### config.mk
export PLATFORM = sky130hd
export DESIGN_NAME = header_checksum_packet_deframer
export DESIGN_NICKNAME = d
export VERILOG_FILES = /design/src/hcd_pkg.sv /design/src/hcd_ram.sv /design/src/header_checksum_packet_deframer.sv
export SDC_FILE = /design/constraint.sdc
export NUM_CORES = 1
export LEC_CHECK = 0
export BUFFER_PORTS_ARGS = -buffer_cell sky130_fd_sc_hd__buf_4
export CORE_ASPECT_RATIO = 1.5
export CORE_UTILIZATION = 30
export DETAILED_ROUTE_END_ITERATION = 16
export HOLD_SLACK_MARGIN = 0.02
export PLACE_DENSITY_LB_ADDON = 0.3
export SKIP_CTS_REPAIR_TIMING = 1
export SLEW_MARGIN = 25
export SYNTH_ARGS = -nofsm -noshare
export SYNTH_HDL_FRONTEND = slang
export SYNTH_HIERARCHICAL = 1
export SYNTH_SLANG_ARGS = --single-unit
### constraint.sdc
create_clock -name clk_i -period 4.3 [get_ports clk_i]
set_input_delay 0.43 -clock clk_i [delete_from_list [all_inputs] [get_ports clk_i]]
set_output_delay 0.43 -clock clk_i [all_outputs]
set_load 0.01 [all_outputs]
### src/hcd_pkg.sv
// hcd_pkg: shared types and constants of the header checksum packet deframer
// no dependencies; imported by the deframer top level

package hcd_pkg;

  localparam int unsigned CFG_INDEX_W = 2;

  localparam logic [CFG_INDEX_W-1:0] REG_HEADER_FIRST  = 2'd0;
  localparam logic [CFG_INDEX_W-1:0] REG_HEADER_SECOND = 2'd1;

  localparam logic [7:0] HEADER_FIRST_RESET  = 8'hAA;
  localparam logic [7:0] HEADER_SECOND_RESET = 8'h55;

  typedef enum logic [4:0] {
    ST_IDLE = 5'b00001,
    ST_HDR0 = 5'b00010,
    ST_HDR1 = 5'b00100,
    ST_EMIT = 5'b01000,
    ST_LOAD = 5'b10000
  } state_e;

endpackage

### src/hcd_ram.sv
// hcd_ram: generic single-port-write, single-port-read RAM with registered read
// no dependencies; used by the deframer for the byte window

module hcd_ram #(
  parameter int unsigned WIDTH = 8,
  parameter int unsigned DEPTH = 12
) (
  input  logic                     clk_i,
  input  logic                     wr_en_i,
  input  logic [$clog2(DEPTH)-1:0] wr_addr_i,
  input  logic [WIDTH-1:0]         wr_data_i,
  input  logic                     rd_en_i,
  input  logic [$clog2(DEPTH)-1:0] rd_addr_i,
  output logic [WIDTH-1:0]         rd_data_o
);

  logic [WIDTH-1:0] mem_q [DEPTH];

  always_ff @(posedge clk_i) begin
    if (wr_en_i) begin
      mem_q[wr_addr_i] <= wr_data_i;
    end
    if (rd_en_i) begin
      rd_data_o <= mem_q[rd_addr_i];
    end
  end

endmodule

### src/header_checksum_packet_deframer.sv
// header_checksum_packet_deframer: sliding-window deframer with header and sum check
// depends on hcd_pkg and hcd_ram (circular byte window)
//
// channel   direction  handshake                    payload
// rx        in         rx_valid_i / rx_ready_o      rx_byte_i
// payload   out        payload_valid_o / _ready_i   payload_byte_o, payload_last_o
// cfg       in         cfg_valid_i / cfg_ready_o    cfg_index_i, cfg_data_i
//
// a byte that leaves the window short of full is taken in IDLE, which stays ready for the next
// a byte that fills the window starts the check in HDR0 and HDR1: the two header bytes are
// read one after the other through the single read port of the window RAM
// a passing packet then takes each payload byte through EMIT (read) and LOAD (load output)
// output stalls hold payload emission; rx is taken meanwhile only once the
// last payload byte sits in the output register; no clearing pass after reset

module header_checksum_packet_deframer
  import hcd_pkg::*;
#(
  parameter int unsigned PACKET_BYTES = 12
) (
  input  logic                   clk_i,
  input  logic                   rst_ni,
  input  logic                   rx_valid_i,
  output logic                   rx_ready_o,
  input  logic [7:0]             rx_byte_i,
  output logic                   payload_valid_o,
  input  logic                   payload_ready_i,
  output logic [7:0]             payload_byte_o,
  output logic                   payload_last_o,
  input  logic                   cfg_valid_i,
  output logic                   cfg_ready_o,
  input  logic [CFG_INDEX_W-1:0] cfg_index_i,
  input  logic [7:0]             cfg_data_i
);

  localparam int unsigned AW = $clog2(PACKET_BYTES);
  localparam int unsigned FW = $clog2(PACKET_BYTES + 1);
  localparam int unsigned PAYLOAD_BYTES = PACKET_BYTES - 4;
  localparam logic [AW:0] DEPTH_W = (AW + 1)'(PACKET_BYTES);

  typedef logic [AW-1:0] addr_t;

  function automatic addr_t wrap_add(addr_t base, addr_t off);
    logic [AW:0] s;
    s = {1'b0, base} + {1'b0, off};
    if (s >= DEPTH_W) begin
      s = s - DEPTH_W;
    end
    return s[AW-1:0];
  endfunction

  state_e        state_q, state_d;
  addr_t         head_q, head_d;
  logic [FW-1:0] fill_q, fill_d;
  logic [15:0]   sum_q, sum_d;
  logic [7:0]    prev_q, prev_d;
  logic [7:0]    cur_q, cur_d;
  logic [7:0]    h0_q, h0_d;
  addr_t         k_q, k_d;
  logic [7:0]    hfirst_q, hfirst_d;
  logic [7:0]    hsecond_q, hsecond_d;
  logic          out_valid_q, out_valid_d;
  logic [7:0]    out_byte_q, out_byte_d;
  logic          out_last_q, out_last_d;

  logic        rx_acc;
  logic        out_free;
  logic        full_next;
  logic        k_last;
  logic        pass;
  logic [15:0] body_sum;
  logic        rd_en;
  addr_t       rd_addr;
  addr_t       wr_addr;
  logic [7:0]  rd_data;

  assign rx_ready_o      = (state_q == ST_IDLE);
  assign cfg_ready_o     = 1'b1;
  assign payload_valid_o = out_valid_q;
  assign payload_byte_o  = out_byte_q;
  assign payload_last_o  = out_last_q;

  assign rx_acc    = rx_valid_i && rx_ready_o;
  assign out_free  = !out_valid_q || payload_ready_i;
  assign full_next = (fill_q == FW'(PACKET_BYTES - 1));
  assign k_last    = (k_q == addr_t'(PAYLOAD_BYTES - 1));
  assign wr_addr   = wrap_add(head_q, fill_q[AW-1:0]);
  assign body_sum  = sum_q - {8'h00, prev_q} - {8'h00, cur_q};
  assign pass      = (h0_q == hfirst_q) && (rd_data == hsecond_q) &&
                     (body_sum == {cur_q, prev_q});

  always_comb begin
    rd_en   = 1'b0;
    rd_addr = head_q;
    case (state_q)
      ST_IDLE: begin
        rd_en = rx_acc && full_next;
      end
      ST_HDR0: begin
        rd_en   = 1'b1;
        rd_addr = wrap_add(head_q, addr_t'(1));
      end
      ST_EMIT: begin
        rd_en   = out_free;
        rd_addr = wrap_add(head_q, k_q + addr_t'(2));
      end
      default: begin
        rd_en = 1'b0;
      end
    endcase
  end

  hcd_ram #(
    .WIDTH(8),
    .DEPTH(PACKET_BYTES)
  ) u_window_ram (
    .clk_i    (clk_i),
    .wr_en_i  (rx_acc),
    .wr_addr_i(wr_addr),
    .wr_data_i(rx_byte_i),
    .rd_en_i  (rd_en),
    .rd_addr_i(rd_addr),
    .rd_data_o(rd_data)
  );

  always_comb begin
    state_d     = state_q;
    head_d      = head_q;
    fill_d      = fill_q;
    sum_d       = sum_q;
    prev_d      = prev_q;
    cur_d       = cur_q;
    h0_d        = h0_q;
    k_d         = k_q;
    hfirst_d    = hfirst_q;
    hsecond_d   = hsecond_q;
    out_valid_d = out_valid_q;
    out_byte_d  = out_byte_q;
    out_last_d  = out_last_q;

    if (out_valid_q && payload_ready_i) begin
      out_valid_d = 1'b0;
    end

    if (cfg_valid_i && cfg_ready_o) begin
      case (cfg_index_i)
        REG_HEADER_FIRST:  hfirst_d  = cfg_data_i;
        REG_HEADER_SECOND: hsecond_d = cfg_data_i;
        default: ;
      endcase
    end

    case (state_q)
      ST_IDLE: begin
        if (rx_acc) begin
          fill_d = fill_q + FW'(1);
          sum_d  = sum_q + {8'h00, rx_byte_i};
          prev_d = cur_q;
          cur_d  = rx_byte_i;
          if (full_next) begin
            state_d = ST_HDR0;
          end
        end
      end
      ST_HDR0: begin
        h0_d    = rd_data;
        state_d = ST_HDR1;
      end
      ST_HDR1: begin
        if (pass) begin
          k_d     = '0;
          state_d = ST_EMIT;
        end else begin
          // drop the oldest byte and slide the window
          sum_d   = sum_q - {8'h00, h0_q};
          head_d  = wrap_add(head_q, addr_t'(1));
          fill_d  = FW'(PACKET_BYTES - 1);
          state_d = ST_IDLE;
        end
      end
      ST_EMIT: begin
        if (out_free) begin
          state_d = ST_LOAD;
        end
      end
      ST_LOAD: begin
        out_valid_d = 1'b1;
        out_byte_d  = rd_data;
        out_last_d  = k_last;
        if (k_last) begin
          head_d  = '0;
          fill_d  = '0;
          sum_d   = '0;
          state_d = ST_IDLE;
        end else begin
          k_d     = k_q + addr_t'(1);
          state_d = ST_EMIT;
        end
      end
      default: begin
        state_d = ST_IDLE;
      end
    endcase
  end

  always_ff @(posedge clk_i or negedge rst_ni) begin
    if (!rst_ni) begin
      state_q     <= ST_IDLE;
      head_q      <= '0;
      fill_q      <= '0;
      sum_q       <= '0;
      k_q         <= '0;
      hfirst_q    <= HEADER_FIRST_RESET;
      hsecond_q   <= HEADER_SECOND_RESET;
      out_valid_q <= 1'b0;
    end else begin
      state_q     <= state_d;
      head_q      <= head_d;
      fill_q      <= fill_d;
      sum_q       <= sum_d;
      k_q         <= k_d;
      hfirst_q    <= hfirst_d;
      hsecond_q   <= hsecond_d;
      out_valid_q <= out_valid_d;
    end
  end

  always_ff @(posedge clk_i) begin
    prev_q     <= prev_d;
    cur_q      <= cur_d;
    h0_q       <= h0_d;
    out_byte_q <= out_byte_d;
    out_last_q <= out_last_d;
  end

endmodule

==> results.json, run 1 <==
{
  "synth_compound_area_frac": 0.0954,
  "synth-simple-area-share": 0.0988,
  "grt-ovfl-total": 0,
  "gp_congestion": 0.798,
  "netlist_instances": 753,
  "fp-row-count": 81,
  "critPathLaunchType": "flip-flop",
  "holdWs_ps": 11.6,
  "antenna_found_initial": 0,
  "dr.first_iter.drc_count": 222,
  "regArea_um2": 5380,
  "cts_root_buf": "clkbuf_16",
  "dpl.hpwl_um": 16800,
  "cts_buffers": 17,
  "finalMaxSlewViolations": 0,
  "p_int_w": 0.00443,
  "die-height_um": 224,
  "grt_pass1_wl_um": 35300,
  "multi_input_area_um2": 4220,
  "io-pin-count": 35,
  "synth_top_family_by_area": "simple AND/OR/NAND/NOR gates",
  "cp.required_ps": 4620,
  "grt_setup_unrepaired": "no",
  "synth.net_count": 831,
  "combPwrFrac": 0.392,
  "clock.fmax_mhz": 247,
  "cts.clk_slew.worst_paths_ps": 70,
  "fin_util": 0.349,
  "yosysSeqAreaShare": 0.545,
  "viasPerCell": 4.92,
  "crit_type": "reg -> reg",
  "leakage_nw": 4.40,
  "clock_path_buffers": 2,
  "clock_sink_count": 187,
  "p_switching_w": 0.00236,
  "start_util": 0.304,
  "area_delta_synth_final_pct": 14.8,
  "vias": 6105,
  "drive_gt1_frac": 0.197,
  "ys.flop_type": "edfxtp_1",
  "ys_seq_elements": 187,
  "ant_nets": 0,
  "synth_xor_xnor_area_share": 0.0567,
  "grt_pass1_vias": 6301,
  "place_area_um2": 10700,
  "async_flop_share": 0.267,
  "fin_crit_sh": 0.942,
  "n_antenna_cell": 0,
  "p_per_area_nw_per_um2": 600,
  "synth_area_per_cell_um2": 13.1,
  "wl_um": 22300,
  "hold_viol_final": 0,
  "tightest_slew_ps": 860,
  "synth_cell_type_count": 78,
  "maxCapViolations": 0,
  "die_w_um": 150,
  "outcome": "completed",
  "coreArea_um2": 32400,
  "fillers": 3182,
  "synth-edff-count": 137,
  "irDropWorstVdd_v": 0.000353,
  "end_kind": "flip-flop",
  "hp-class": "in -> async",
  "cts_tree": "built",
  "finClkSkew_ps": 9.99,
  "period_needed_ps": 4050,
  "clkPwrFrac": 0.245,
  "fin_nets": 891,
  "finalSetupViolCount": 0,
  "port_buffers": 33,
  "drcViolationCount": 0,
  "fin_area_um2": 11300,
  "drtPass1Iterations": 4,
  "grt_use_total": 0.142,
  "swShare": 0.347,
  "clkLatencyLatePin_ps": 440,
  "fp.dieArea_um2": 33600,
  "cp_max_fo": 19,
  "synthMuxAreaShare": 0.0959,
  "htreeDepth": 4,
  "slew_headroom": 0.426,
  "grt_max_degree": 51,
  "critPathArrivalTime_ps": 4370,
  "post_drt_wl_per_cell_um": 18.0,
  "synth-adder-area-share": 0.0782,
  "power.share.sequential": 0.363,
  "fin_setup_tns_ps": 0,
  "yosys_warnings": 6,
  "netlist_area_um2": 9860
}
-- state kept, by name, summed over array words and instances (netlist names), 8 cells and up --
name,cells
cur_q,8
h0_q,8
hfirst_q,8
hsecond_q,8
payload_byte_o,8
prev_q,8
sum_q,16
u_window_ram/mem_q,96
u_window_ram/rd_data_o,8
-- metrics by stage --
step	setup slack, ps	total power (W)	std cells
final	249	0.00679	1241
after global routing	59.6	0.00724	1241
after CTS	33.3	0.00684	1241
after detailed placement	56.5	0.00517	1209
after global placement	86.6	0.00514	1209
after floorplan	320	0.00451	753
-- cell families (layout without fill, tap and decap cells) --
kind of cell	after synthesis	count (layout)
DFF	187	187
and+or+nand+nor	187	187
AOI/OAI and AO/OA	137	137
muxes	69	69
xor gates and xnor gates	59	59
buffers and inverters	58	131
adders and majority gates	55	55
other	1	1
-- worst max-delay path, cell delays in order (launching register included) --
cell      delay, ps
dfrtp_1         410
fa_1            570
inv_1            50
ha_1            180
or2_2           300
fa_1            390
a21o_1          210
a221oi_2        300
o41ai_1         180
o31a_2          320
a221oi_2        280
nand4_4         190
nand2_8         200
mux2_2          350
-- final cells by class --
| type | instances | share of cell area |
|---|---|---|
| sequential | 187 | 0.475 |
| multi-input combinational | 508 | 0.373 |
| tap | 415 | 0.0459 |
| timing repair buffer | 59 | 0.0391 |
| clock buffer | 19 | 0.0382 |
| clock inverter | 13 | 0.0159 |
| inverter | 40 | 0.0133 |
-- worst paths after layout --
kind | startpoint | to | slack [ps] | depth (start not counted)
min in group clk_i | cfg_data_i[5] | hsecond_q[5] | 230 | 2
max reg2reg | sum_q[0] | sum_q[3] | 250 | 13
min reg2reg | cur_q[0] | prev_q[0] | 490 | 0
min | rst_ni | hsecond_q[5] | 10 | 1
max in group asynchronous | rst_ni | sum_q[9] | 3790 | 1
max | sum_q[0] | sum_q[3] | 250 | 13
-- placed cells by master (no fill, tap or decap), drive strengths merged, types with 8 or more instances in the layout --
cell type    n
mux2i       24
inv         46
clkbuf      19
a21oi       23
o221ai       8
nand2b       9
nand3       15
buf         59
o21ai       31
ha          44
nor3        13
xor2        15
dfstp        9
fa          11
nand2       54
a21o        12
mux4        16
xnor2       41
nor2        43
dfrtp       41
a22oi       10
edfxtp     137
mux2        29
-- cell usage after synthesis (all sizes together), types with 7 or more instances --
master	count	area [µm²]
a21o	12	90.1
a21oi	23	115
a22oi	10	75.1
a31oi	7	43.8
buf	10	98.9
clkbuf	8	40.0
dfrtp	41	1030
dfstp	9	236
edfxtp	137	4110
fa	11	220
ha	44	551
inv	40	150
mux2	29	338
mux2i	24	240
mux4	16	368
nand2	54	219
nand2b	9	56.3
nand3	15	75.1
nand4	7	58.8
nor2	43	161
nor2b	7	43.8
nor3	13	65.1
o21ai	31	155
o221ai	8	70.1
xnor2	41	359
xor2	15	131
-- metal layers --
| layer | global-route usage | share of wire | vias to the layer above |
|---|---|---|---|
| met5 | 0 | 0 | - |
| met3 | 0.0206 | 0.015 | 39 |
| met4 | 0.0808 | 0.044 | 0 |
| met2 | 0.266 | 0.55 | 60 |
| met1 | 0.148 | 0.39 | 3059 |
| li1 | - | - | 2947 |
-- power by group through the flow --
stage	registers, W	logic, W	clock network, W
detailed placement	0.00251	0.00265	0
global placement	0.00250	0.00264	0
global route	0.00250	0.00297	0.00176
finish	0.00247	0.00266	0.00166
floorplan	0.00243	0.00208	0
CTS	0.00247	0.00267	0.00171
Power figures use the tool's default switching activity.
==> run 2, diff against run 1 <==
--- a/config.mk
+++ b/config.mk
@@ -5,13 +5,16 @@
 export SDC_FILE = /design/constraint.sdc
 export NUM_CORES = 1
 export LEC_CHECK = 0
+export ABC_AREA = 1
 export BUFFER_PORTS_ARGS = -buffer_cell sky130_fd_sc_hd__buf_4
 export CORE_ASPECT_RATIO = 1.5
 export CORE_UTILIZATION = 30
 export DETAILED_ROUTE_END_ITERATION = 16
+export GPL_TIMING_DRIVEN = 1
 export HOLD_SLACK_MARGIN = 0.02
 export PLACE_DENSITY_LB_ADDON = 0.3
 export SKIP_CTS_REPAIR_TIMING = 1
+export SKIP_LAST_GASP = 1
 export SLEW_MARGIN = 25
 export SYNTH_ARGS = -nofsm -noshare
 export SYNTH_HDL_FRONTEND = slang
==> run 2 against run 1 <==
Setup slack improved by 410 ps. Highest routed layer unchanged. Sequential share of layout area is 2.3 points lower. Synthesized area grew 7.2%. Cell area increased by 5.1%. First-iteration DRC count increased by 100%. Global-route usage rose by 1.2 points. Final cell count grew 38%. Critical path depth rose by 7.
==> results.json, run 2 <==
{
  "clock_path_buffers": 2,
  "cp_max_fo": 21,
  "port_buffers": 33,
  "p_per_area_nw_per_um2": 565,
  "fillers": 3573,
  "irDropWorstVdd_v": 0.000299,
  "regArea_um2": 5380,
  "r2r-end": "sum_q[2]",
  "finalMaxSlewViolations": 0,
  "holdWs_ps": 4.14,
  "dpl.hpwl_um": 19600,
  "ys.flop_type": "edfxtp_1",
  "r2r-start": "sum_q[0]",
  "netlist_instances": 1191,
  "largest_register": "u_window_ram/mem_q",
  "synth_top_area_cell": "edfxtp_1",
  "synth_common_cells": "nand2_1, inv_1, edfxtp_1, nand3_1, nor2_1",
  "htreeDepth": 4,
  "crit_start": "sum_q[0]",
  "netlist_area_um2": 10600,
  "leakage_nw": 5.41,
  "ys_seq_elements": 187,
  "tightest_slew_ps": 892,
  "fin_ws_ps": 656,
  "dpl.cell_count": 1678,
  "n_antenna_cell": 0,
  "hold_viol_final": 0,
  "synth-edff-count": 137,
  "synth.area.top_cells": "edfxtp_1, nand2_1, dfrtp_1, inv_1, nand3_1",
  "drcViolationCount": 0,
  "io-pin-count": 35,
  "finClkSkew_ps": 14.4,
  "fp-row-count": 83,
  "critPathArrivalTime_ps": 4030,
  "start_util": 0.307,
  "maxCapViolations": 0,
  "reg.largest.list": "u_window_ram/mem_q (96), sum_q (16)",
  "wl_um": 26300,
  "coreArea_um2": 34500,
  "slew_headroom": 0.403,
  "cp.required_ps": 4680,
  "outcome": "completed",
  "cts.clk_slew.worst_paths_ps": 70,
  "grt_pass1_vias": 7962,
  "largest_reg_flops": 96,
  "synth_area_per_cell_um2": 8.88,
  "fp.dieArea_um2": 36000,
  "drtPass1Iterations": 5,
  "finalSetupViolCount": 0,
  "clock_sink_count": 187,
  "clkLatencyLatePin_ps": 450,
  "cts_tree": "built",
  "crit_type": "reg -> reg",
  "dp_slack_ps": 623,
  "async_flop_share": 0.267,
  "final_cell_mix": "nand2_1, inv_1, edfxtp_1",
  "yosys_warnings": 6,
  "period_needed_ps": 3640,
  "cts_root_buf": "clkbuf_16",
  "synth.most_common_cell": "nand2_1",
  "crit_end": "sum_q[2]",
  "grt-ovfl-total": 0,
  "antenna_found_initial": 0,
  "drive_gt1_frac": 0.0901,
  "area_delta_synth_final_pct": 12.5,
  "grt_use_total": 0.154,
  "synth_cell_type_count": 42,
  "die-height_um": 232,
  "die_w_um": 155,
  "ant_nets": 0,
  "dr.first_iter.drc_count": 444,
  "cts_buffers": 17,
  "grt_max_degree": 51,
  "grt_setup_unrepaired": "no",
  "end_kind": "flip-flop",
  "gp_congestion": 0.919,
  "r2r_slack_ps": 660,
  "clock.fmax_mhz": 274,
  "vias": 7825,
  "synth.net_count": 1269,
  "critPathLaunchType": "flip-flop",
  "post_drt_wl_per_cell_um": 15.4,
  "final_common_cell": "nand2_1",
  "yosysSeqAreaShare": 0.509,
  "fin_nets": 1308,
  "grt_pass1_wl_um": 42000,
  "synth_top_area_share": 0.389,
  "viasPerCell": 4.58,
  "fin_setup_tns_ps": 0,
  "hp-class": "in -> async",
  "rr_worst_depth": 20,
  "fin_crit_sh": 0.847,
  "multi_input_area_um2": 4270,
  "instances_no_fill": 1710,
  "fin_util": 0.345
}
run 2: final cells by class:
type / instances / area share
clock buffers: 17 / 0.0358
multi-input cells: 783 / 0.359
well taps: 467 / 0.0491
flip-flops and latches: 187 / 0.452
clock inverters: 15 / 0.0119
inverters: 191 / 0.0607
repair buffers: 50 / 0.0316
run 2: layer usage:
layer,GRT usage,wire length [µm],up-vias,part of all wire
met3,0.0207,438,42,0.017
met5,0,0,-,0
met1,0.160,10300,3742,0.39
met4,0.0708,899,0,0.034
li1,-,-,3946,-
met2,0.299,14700,95,0.56
run 2: worst min path at each step:
stage                        start           end  slack (ps)
after floorplan             rst_ni     fill_q[0]         130
after global placement    cur_q[6]     prev_q[6]         470
after detailed placement  cur_q[6]     prev_q[6]         470
after CTS                   rst_ni  hsecond_q[7]          30
after global routing        rst_ni  hsecond_q[7]          60
final                       rst_ni  hsecond_q[7]           4
run 2: report_power, final:
part	internal, W	switching [W]	total, W	leakage, nW
Sequential	0.00223	0.000213	0.00244	1.87
Clock	0.000761	0.000751	0.00151	0.267
Combinational	0.00103	0.00173	0.00277	3.27
run 2: critical path, stage by stage (launching register included):
cell	delay, ps
dfrtp_1	420
fa_1	570
inv_1	50
ha_1	170
inv_1	50
nand2_1	100
fa_1	460
nand3_1	120
nand2_1	100
nand2_1	60
nand2_1	60
xor2_1	140
nor2_1	110
nand2_1	60
nor2_1	120
nand4_2	200
nand2_4	190
nand2_4	180
nand2_4	270
nand2_1	90
nand2_1	60
run 2: cells by family (layout without fill, tap and decap cells):
| kind of cell | count (synthesis) | count (layout) | share of synthesized area |
|---|---|---|---|
| buf+inv | 221 | 273 | 0.0896 |
| xor+xnor | 50 | 50 | 0.0414 |
| compound gates | 127 | 127 | 0.0647 |
| fa+ha+maj | 55 | 55 | 0.0729 |
| simple gates | 547 | 547 | 0.220 |
| mux | 3 | 3 | 0.00296 |
| other cells | 1 | 1 | 0.000355 |
| flops | 187 | 187 | 0.509 |
run 2: stage by stage:
stage                     instance area (µm²)  power, W
after floorplan                         10600   0.00458
after detailed placement                11300   0.00525
after CTS                               11900   0.00677
after global placement                  11300   0.00522
after global routing                    11900   0.00725
final                                   11900   0.00672
